[config.mk]
export PLATFORM = sky130hd
export DESIGN_NAME = pes_packet_deframer
export DESIGN_NICKNAME = d
export VERILOG_FILES = /design/src/hdl/pdf_pkg.sv /design/src/hdl/pdf_front.sv /design/src/hdl/pdf_queue.sv /design/src/hdl/pdf_back.sv /design/src/hdl/pes_packet_deframer.sv
export SDC_FILE = /design/constraint.sdc
export NUM_CORES = 1
export LEC_CHECK = 0
export BUFFER_PORTS_ARGS = -buffer_cell sky130_fd_sc_hd__buf_2
export CAP_MARGIN = 40
export CORE_ASPECT_RATIO = 0.75
export CORE_UTILIZATION = 60
export DETAILED_ROUTE_END_ITERATION = 10
export PLACE_DENSITY = 0.81
export SLEW_MARGIN = 20
export SYNTH_ARGS = -nofsm -noshare
export SYNTH_HDL_FRONTEND = slang
export SYNTH_SLANG_ARGS = --single-unit
[constraint.sdc]
create_clock -name clk -period 5.2 [get_ports clk]
set_clock_uncertainty 0.1 [all_clocks]
set_input_delay 1.56 -clock clk [delete_from_list [all_inputs] [get_ports clk]]
set_output_delay 1.56 -clock clk [all_outputs]
set_load 0.05 [all_outputs]
[src/hdl/pdf_pkg.sv]
// Shared types and constants for the PES packet deframer.
`timescale 1ns / 1ps
package pdf_pkg;

  localparam int unsigned POS_W = 17;

  localparam logic [POS_W-1:0] POS_START2    = 17'd2;
  localparam logic [POS_W-1:0] POS_ID        = 17'd3;
  localparam logic [POS_W-1:0] POS_LEN_HI    = 17'd4;
  localparam logic [POS_W-1:0] POS_LEN_LO    = 17'd5;
  localparam logic [POS_W-1:0] POS_PAYLOAD   = 17'd6;
  localparam logic [POS_W-1:0] LEN_EXTRA     = 17'd6;

  localparam logic [7:0] START_BYTE_ZERO = 8'h00;
  localparam logic [7:0] START_BYTE_ONE  = 8'h01;

  localparam logic REG_STREAM_ID      = 1'b0;
  localparam logic REG_STREAM_ID_MASK = 1'b1;

  typedef struct packed {
    logic       hdr;
    logic [7:0] data;
    logic       last;
  } q_entry_t;

  typedef enum logic [1:0] {
    BEAT_SC0,
    BEAT_SC1,
    BEAT_SC2,
    BEAT_ID
  } beat_t;

endpackage

[src/hdl/pdf_front.sv]
// Front end: configuration registers, start code hunt and packet byte classification.
`timescale 1ns / 1ps
module pdf_front (
  input  logic                clk,
  input  logic                rst_n,
  input  logic                cfg_we,
  input  logic                cfg_index,
  input  logic [7:0]          cfg_data,
  input  logic                accept,
  input  logic [7:0]          in_data_byte,
  output logic                q_wr,
  output pdf_pkg::q_entry_t   q_wr_entry
);

  logic [7:0]                  sid_r;
  logic [7:0]                  mask_r;
  logic [pdf_pkg::POS_W-1:0]   pos_r, pos_nxt;
  logic [pdf_pkg::POS_W-1:0]   len_r, len_nxt;
  logic [7:0]                  hi_r, hi_nxt;
  logic [7:0]                  masked;
  logic [pdf_pkg::POS_W-1:0]   pos_inc;
  logic                        emit;
  pdf_pkg::q_entry_t           ent;

  always_ff @(posedge clk) begin
    if (!rst_n) begin
      sid_r  <= 8'h00;
      mask_r <= 8'hFF;
    end else if (cfg_we) begin
      case (cfg_index)
        pdf_pkg::REG_STREAM_ID:      sid_r  <= cfg_data;
        pdf_pkg::REG_STREAM_ID_MASK: mask_r <= cfg_data;
        default: ;
      endcase
    end
  end

  assign masked  = in_data_byte & mask_r;
  assign pos_inc = pos_r + 17'd1;

  always_comb begin
    pos_nxt  = pos_r;
    len_nxt  = len_r;
    hi_nxt   = hi_r;
    emit     = 1'b0;
    ent.hdr  = 1'b0;
    ent.data = in_data_byte;
    ent.last = 1'b0;
    if (pos_r < pdf_pkg::POS_ID) begin
      if (in_data_byte == ((pos_r == pdf_pkg::POS_START2) ? pdf_pkg::START_BYTE_ONE
                                                          : pdf_pkg::START_BYTE_ZERO)) begin
        pos_nxt = pos_inc;
      end else begin
        pos_nxt = (in_data_byte == pdf_pkg::START_BYTE_ZERO) ? pdf_pkg::POS_START2 : '0;
      end
    end else if (pos_r == pdf_pkg::POS_ID) begin
      if (masked != sid_r) begin
        pos_nxt = (masked == pdf_pkg::START_BYTE_ZERO) ? pdf_pkg::POS_START2 : '0;
      end else begin
        emit    = 1'b1;
        ent.hdr = 1'b1;
        pos_nxt = pdf_pkg::POS_LEN_HI;
      end
    end else if (pos_r == pdf_pkg::POS_LEN_HI) begin
      hi_nxt  = in_data_byte;
      emit    = 1'b1;
      pos_nxt = pdf_pkg::POS_LEN_LO;
    end else if (pos_r == pdf_pkg::POS_LEN_LO) begin
      len_nxt = {1'b0, hi_r, in_data_byte} + pdf_pkg::LEN_EXTRA;
      emit    = 1'b1;
      if ({hi_r, in_data_byte} == 16'h0000) begin
        ent.last = 1'b1;
        pos_nxt  = '0;
      end else begin
        pos_nxt  = pdf_pkg::POS_PAYLOAD;
      end
    end else begin
      emit = 1'b1;
      if (pos_inc >= len_r) begin
        ent.last = 1'b1;
        pos_nxt  = '0;
      end else begin
        pos_nxt  = pos_inc;
      end
    end
  end

  always_ff @(posedge clk) begin
    if (!rst_n) begin
      pos_r <= '0;
      len_r <= '0;
      hi_r  <= '0;
    end else if (accept) begin
      pos_r <= pos_nxt;
      len_r <= len_nxt;
      hi_r  <= hi_nxt;
    end
  end

  assign q_wr       = accept & emit;
  assign q_wr_entry = ent;

endmodule

[src/hdl/pdf_queue.sv]
// Short request queue between the classifier and the output sequencer.
`timescale 1ns / 1ps
module pdf_queue #(
  parameter int unsigned DEPTH = 4
) (
  input  logic               clk,
  input  logic               rst_n,
  input  logic               wr,
  input  pdf_pkg::q_entry_t  wr_entry,
  input  logic               rd,
  output pdf_pkg::q_entry_t  head,
  output logic               q_empty,
  output logic               q_full
);

  localparam int unsigned PTR_W = $clog2(DEPTH);
  localparam int unsigned CNT_W = $clog2(DEPTH + 1);
  localparam logic [PTR_W-1:0] PTR_LAST = PTR_W'(DEPTH - 1);
  localparam logic [CNT_W-1:0] CNT_FULL = CNT_W'(DEPTH);

  pdf_pkg::q_entry_t  mem_r [DEPTH];
  logic [PTR_W-1:0]   wr_ptr_r, rd_ptr_r;
  logic [CNT_W-1:0]   count_r;
  logic               do_wr, do_rd;

  assign q_empty = (count_r == '0);
  assign q_full  = (count_r == CNT_FULL);
  assign do_wr   = wr & ~q_full;
  assign do_rd   = rd & ~q_empty;
  assign head    = mem_r[rd_ptr_r];

  always_ff @(posedge clk) begin
    if (do_wr) begin
      mem_r[wr_ptr_r] <= wr_entry;
    end
  end

  always_ff @(posedge clk) begin
    if (!rst_n) begin
      wr_ptr_r <= '0;
      rd_ptr_r <= '0;
      count_r  <= '0;
    end else begin
      if (do_wr) begin
        wr_ptr_r <= (wr_ptr_r == PTR_LAST) ? '0 : wr_ptr_r + 1'b1;
      end
      if (do_rd) begin
        rd_ptr_r <= (rd_ptr_r == PTR_LAST) ? '0 : rd_ptr_r + 1'b1;
      end
      if (do_wr && !do_rd) begin
        count_r <= count_r + 1'b1;
      end else if (do_rd && !do_wr) begin
        count_r <= count_r - 1'b1;
      end
    end
  end

endmodule

[src/hdl/pdf_back.sv]
// Back end: expands queued requests into result bytes held in an output register.
`timescale 1ns / 1ps
module pdf_back (
  input  logic               clk,
  input  logic               rst_n,
  input  logic               q_empty,
  input  pdf_pkg::q_entry_t  head,
  output logic               q_rd,
  input  logic               pop,
  output logic               empty,
  output logic [7:0]         out_byte,
  output logic               out_first_of_packet,
  output logic               out_last_of_packet,
  output logic               out_run_last
);

  pdf_pkg::beat_t  beat_r, beat_nxt;
  logic            valid_r;
  logic [7:0]      byte_r;
  logic            first_r, last_r, run_last_r;
  logic            load, take;
  logic [7:0]      byte_c;
  logic            first_c, last_c, run_last_c;

  assign load = ~valid_r | pop;
  assign take = load & ~q_empty;

  always_comb begin
    beat_nxt = beat_r;
    if (take && head.hdr) begin
      case (beat_r)
        pdf_pkg::BEAT_SC0: beat_nxt = pdf_pkg::BEAT_SC1;
        pdf_pkg::BEAT_SC1: beat_nxt = pdf_pkg::BEAT_SC2;
        pdf_pkg::BEAT_SC2: beat_nxt = pdf_pkg::BEAT_ID;
        pdf_pkg::BEAT_ID:  beat_nxt = pdf_pkg::BEAT_SC0;
        default:           beat_nxt = pdf_pkg::BEAT_SC0;
      endcase
    end
  end

  always_comb begin
    byte_c     = head.data;
    first_c    = 1'b0;
    last_c     = 1'b0;
    run_last_c = 1'b1;
    q_rd       = take;
    if (head.hdr) begin
      run_last_c = 1'b0;
      q_rd       = 1'b0;
      case (beat_r)
        pdf_pkg::BEAT_SC0: begin
          byte_c  = pdf_pkg::START_BYTE_ZERO;
          first_c = 1'b1;
        end
        pdf_pkg::BEAT_SC1: byte_c = pdf_pkg::START_BYTE_ZERO;
        pdf_pkg::BEAT_SC2: byte_c = pdf_pkg::START_BYTE_ONE;
        pdf_pkg::BEAT_ID: begin
          run_last_c = 1'b1;
          q_rd       = take;
        end
        default: ;
      endcase
    end else begin
      last_c = head.last;
    end
  end

  always_ff @(posedge clk) begin
    if (!rst_n) begin
      beat_r  <= pdf_pkg::BEAT_SC0;
      valid_r <= 1'b0;
    end else begin
      beat_r <= beat_nxt;
      if (load) begin
        valid_r <= ~q_empty;
      end
    end
  end

  always_ff @(posedge clk) begin
    if (take) begin
      byte_r     <= byte_c;
      first_r    <= first_c;
      last_r     <= last_c;
      run_last_r <= run_last_c;
    end
  end

  assign empty               = ~valid_r;
  assign out_byte            = byte_r;
  assign out_first_of_packet = first_r;
  assign out_last_of_packet  = last_r;
  assign out_run_last        = run_last_r;

`ifndef NO_ASSERTIONS
  a_first_is_zero: assert property (@(posedge clk) disable iff (!rst_n)
    valid_r && first_r |-> byte_r == pdf_pkg::START_BYTE_ZERO && !run_last_r && !last_r)
    else $error("first byte of packet is not a start code zero");
  a_last_ends_run: assert property (@(posedge clk) disable iff (!rst_n)
    valid_r && last_r |-> run_last_r)
    else $error("packet end without run end");
  a_beat_on_hdr: assert property (@(posedge clk) disable iff (!rst_n)
    beat_r != pdf_pkg::BEAT_SC0 |-> !q_empty && head.hdr)
    else $error("header expansion without header request at queue head");
  a_beat_holds: assert property (@(posedge clk) disable iff (!rst_n)
    !take |=> beat_r == $past(beat_r))
    else $error("header beat moved without loading a result");
`endif

endmodule

[src/hdl/pes_packet_deframer.sv]
// Top level of the PES packet deframer.
`timescale 1ns / 1ps
// Accepts one stream byte per cycle while full is low and hunts for the start code
// 00 00 01 plus a stream id that matches stream_id under stream_id_mask. A matching
// header comes out as four result bytes (first_of_packet on the first), then every
// packet byte up to the length field plus six, the final one marked last_of_packet;
// run_last marks the last result of each input byte. Hunting bytes give no result. A
// header byte expands into four results through the single-result output register;
// the QUEUE_DEPTH-entry request queue absorbs those bursts. full follows that queue.
module pes_packet_deframer #(
  parameter int unsigned QUEUE_DEPTH = 4
) (
  input  logic        clk,
  input  logic        rst_n,
  input  logic        cfg_we,
  input  logic        cfg_index,
  input  logic [7:0]  cfg_data,
  input  logic        push,
  output logic        full,
  input  logic [7:0]  in_data_byte,
  output logic        empty,
  input  logic        pop,
  output logic [7:0]  out_byte,
  output logic        out_first_of_packet,
  output logic        out_last_of_packet,
  output logic        out_run_last
);

  logic               accept;
  logic               q_wr, q_rd, q_empty;
  pdf_pkg::q_entry_t  q_wr_entry, q_head;

  assign accept = push & ~full;

  pdf_front u_front (
    .clk          (clk),
    .rst_n        (rst_n),
    .cfg_we       (cfg_we),
    .cfg_index    (cfg_index),
    .cfg_data     (cfg_data),
    .accept       (accept),
    .in_data_byte (in_data_byte),
    .q_wr         (q_wr),
    .q_wr_entry   (q_wr_entry)
  );

  pdf_queue #(
    .DEPTH (QUEUE_DEPTH)
  ) u_queue (
    .clk      (clk),
    .rst_n    (rst_n),
    .wr       (q_wr),
    .wr_entry (q_wr_entry),
    .rd       (q_rd),
    .head     (q_head),
    .q_empty  (q_empty),
    .q_full   (full)
  );

  pdf_back u_back (
    .clk                 (clk),
    .rst_n               (rst_n),
    .q_empty             (q_empty),
    .head                (q_head),
    .q_rd                (q_rd),
    .pop                 (pop),
    .empty               (empty),
    .out_byte            (out_byte),
    .out_first_of_packet (out_first_of_packet),
    .out_last_of_packet  (out_last_of_packet),
    .out_run_last        (out_run_last)
  );

endmodule

==> qor.yml <==
logic_synthesis:
  synth_area_leaders: "edfxtp_1 24%, dfxtp_1 22%, ha_1 6.4%"
  synth-edff-count: 51
  ys_seq_area_share_pct: 46.6
  async_flop_share_pct: 0
  synth_top_area_share_pct: 24.3
  synth_area_leader_cell: "edfxtp_1"
  syn_inst: 621
  synth.net_count: 676
  ys_seq_elements: 121
  ys.warnings.count: 0
  synth_area_sq_um: 6300
  syn_avg_cell_area_sq_um: 10.1
  synth_ff_type: "dfxtp_1"
  synth.distinct_cells: 59
timing:
  slew_violations: 0
  setup_viol: 0
  period_minus_slack_ns: 4.51
  fin_setup_tns_ns: 0
  relSlewSlack_pct: 47.3
  tightestPinTransition_ns: 0.790
  finalHoldViolations: 0
  timing.final.crit_share_pct: 86.7
  worst_hold_slack_ns: 0.409
  rsz0062_at_grt: "no"
  clock.fmax_mhz: 222
worst_setup_path:
  worstPathArrival_ns: 4.72
  cp.required_ns: 5.41
  critPathKind: "reg -> reg"
  critPathCaptureType: "flip-flop"
  path_max_fanout: 13
  start_kind: "flip-flop"
  reg2reg_depth: 16
finish:
  area_growth_pct: 13.1
  fillers: 718
  nNetsFinal: 703
  final_common_cell: "dfxtp_1"
  drive_gt1_share_pct: 14.5
  diodes: 0
  final_cell_mix: "70 x dfxtp_1, 58 x nand2_1, 51 x edfxtp_1, 36 x nor2b_1"
cts:
  insertion_delay_ns: 0.41
  root_buffer: "clkbuf_16"
  clock_tree.buffer_depth: 2
  numCtsBuffers: 17
  cts_sinks: 121
  post-cts-setup-buffers: 0
  cts_resized: 0
  cts_hold_buffers: 0
  h-tree-depth: 4
  cts_tree: "built"
  path_clk_slew_ns: 0.05
floorplan:
  rows: 31
  die_w_microns: 120
  initial_core_util_pct: 63.4
  dieArea_sq_um: 10900
  ioPinCount: 35
  core-area_sq_um: 9930
  die_h_microns: 90.7
global_routing:
  antenna_found_initial: 0
  grt_pass1_vias: 4601
  overflow: 0
  grt_max_degree: 49
  grt_usage_pct: 27.7
  grt_first_pass_wirelength_mm: 23.1
drt:
  dr.first_iter.drc_count: 415
  vias_per_cell: 6.02
  ant_nets: 0
  drt-total-wl_mm: 14.1
  vias: 4770
  drc: 0
  wl_per_cell_microns: 17.7
  first_pass_iters: 5
power:
  p_leak_nw: 2.77
  power_density_nw_per_um2: 356
  vdd_drop_max_v: 0.000214
hold_path:
  hold_path.class: "reg -> reg"
  whs_path_depth: 2
placement:
  port_buffers: 34
  dp_hpwl_mm: 9.44
  place_congestion: 0.890
job:
  max_cap_viol_count: 0
outcome:
  status: "finished clean"
metal layers:
layer | share of wire [%] | GRT usage, % | routed length [microns] | vias up
met5 | 0 | 0 | 0 | -
met4 | 2.0 | 11.2 | 276 | 0
met3 | 6.3 | 7.07 | 883 | 31
li1 | - | - | - | 2276
met2 | 46 | 43.1 | 6530 | 190
met1 | 45 | 36.9 | 6370 | 2273
flip-flops by register name (all words and copies together), names as in the netlist, named ones only:
name and flops:
u_queue.mem_r 40, u_front.len_r 17, u_front.pos_r 17, u_back.out_byte 8
u_front.hi_r 8, u_front.mask_r 8, u_front.sid_r 8, u_queue.count_r 3
u_back.beat_r 2, u_queue.rd_ptr_r 2, u_queue.wr_ptr_r 2, u_back.out_first_of_packet 1
u_back.out_last_of_packet 1, u_back.out_run_last 1, u_back.valid_r 1
cell type report:
| type | instances | area [sq um] | share of cell area, % |
|---|---|---|---|
| multi-input cells | 428 | 3070 | 43.0 |
| clock buffers | 23 | 458 | 6.42 |
| well taps | 132 | 165 | 2.32 |
| inverters | 34 | 128 | 1.79 |
| flip-flops and latches | 121 | 2930 | 41.1 |
| clock inverters | 9 | 98.8 | 1.39 |
| repair buffers | 46 | 279 | 3.91 |
Yosys cell counts, drive strengths merged (2+ instances only):
| library cell | count |
|---|---|
| a211oi | 5 |
| a21boi | 3 |
| a21oi | 28 |
| a221oi | 2 |
| a22o | 2 |
| a31oi | 4 |
| and2 | 10 |
| and3 | 14 |
| and4 | 2 |
| buf | 15 |
| clkbuf | 23 |
| dfxtp | 70 |
| edfxtp | 51 |
| ha | 32 |
| inv | 34 |
| mux2i | 22 |
| mux4 | 10 |
| nand2 | 58 |
| nand2b | 4 |
| nand3 | 25 |
| nand3b | 2 |
| nand4 | 7 |
| nand4b | 2 |
| nor2 | 31 |
| nor2b | 36 |
| nor3 | 13 |
| nor3b | 4 |
| nor4 | 7 |
| nor4b | 9 |
| nor4bb | 3 |
| o211a | 9 |
| o21ai | 30 |
| o22ai | 4 |
| or2 | 3 |
| or3 | 3 |
| or4 | 3 |
| xnor2 | 15 |
| xor2 | 15 |
cell families after synthesis:
logic type,share of synthesized area (%)
AOI/OAI and AO/OA,9.55
and+or+nand+nor,21.0
DFF,46.6
adders and majority gates,6.67
muxes,7.25
buffers and inverters,4.77
xor gates and xnor gates,4.17
stage by stage:
step / util (%) / instances / power (mW) / worst slack [ns] / cell area, sq um
6_report: 71.8 / 793 / 2.53 / 0.690 / 7130
2_1_floorplan: - / 621 / 1.35 / 0.880 / 6300
3_3_place_gp: 65.8 / 758 / 1.42 / 0.685 / 6530
3_5_place_dp: 66.0 / 759 / 1.43 / 0.547 / 6550
4_1_cts: 71.6 / 791 / 2.54 / 0.774 / 7110
5_1_grt: 71.8 / 793 / 2.62 / 0.334 / 7130
final timing paths:
check                                   endpoint                           start  slack, ns
setup / recovery  u_front.pos_r[14]$_SDFFE_PN0P_   u_front.pos_r[0]$_SDFFE_PN0P_       0.69
hold / removal    u_front.mask_r[6]$_SDFFE_PN1P_  u_front.mask_r[6]$_SDFFE_PN1P_       0.41
setup reg to reg  u_front.pos_r[14]$_SDFFE_PN0P_   u_front.pos_r[0]$_SDFFE_PN0P_       0.69
hold reg to reg   u_front.mask_r[6]$_SDFFE_PN1P_  u_front.mask_r[6]$_SDFFE_PN1P_       0.41
critical path, cell delays in order, from the launching register on:
cell	delay, ns
dfxtp_1	0.53
ha_1	0.34
and3_1	0.33
nand4_1	0.19
nor2_1	0.41
nand3_1	0.19
nand2_1	0.12
nand2_1	0.08
ha_1	0.29
nand4_1	0.15
nor2_1	0.07
nor3_1	0.23
o2111ai_1	0.15
a31oi_1	0.54
a211oi_2	0.14
buf_4	0.22
nor4b_1	0.30
power breakdown:
group          leakage, nW  switching [mW]  total (mW)  internal, mW
Combinational         1.47           0.226       0.337         0.111
Sequential            1.03          0.0375        1.08          1.04
Clock                0.275           0.403        1.11         0.712
Note: power is estimated with default switching activity, not from simulation.
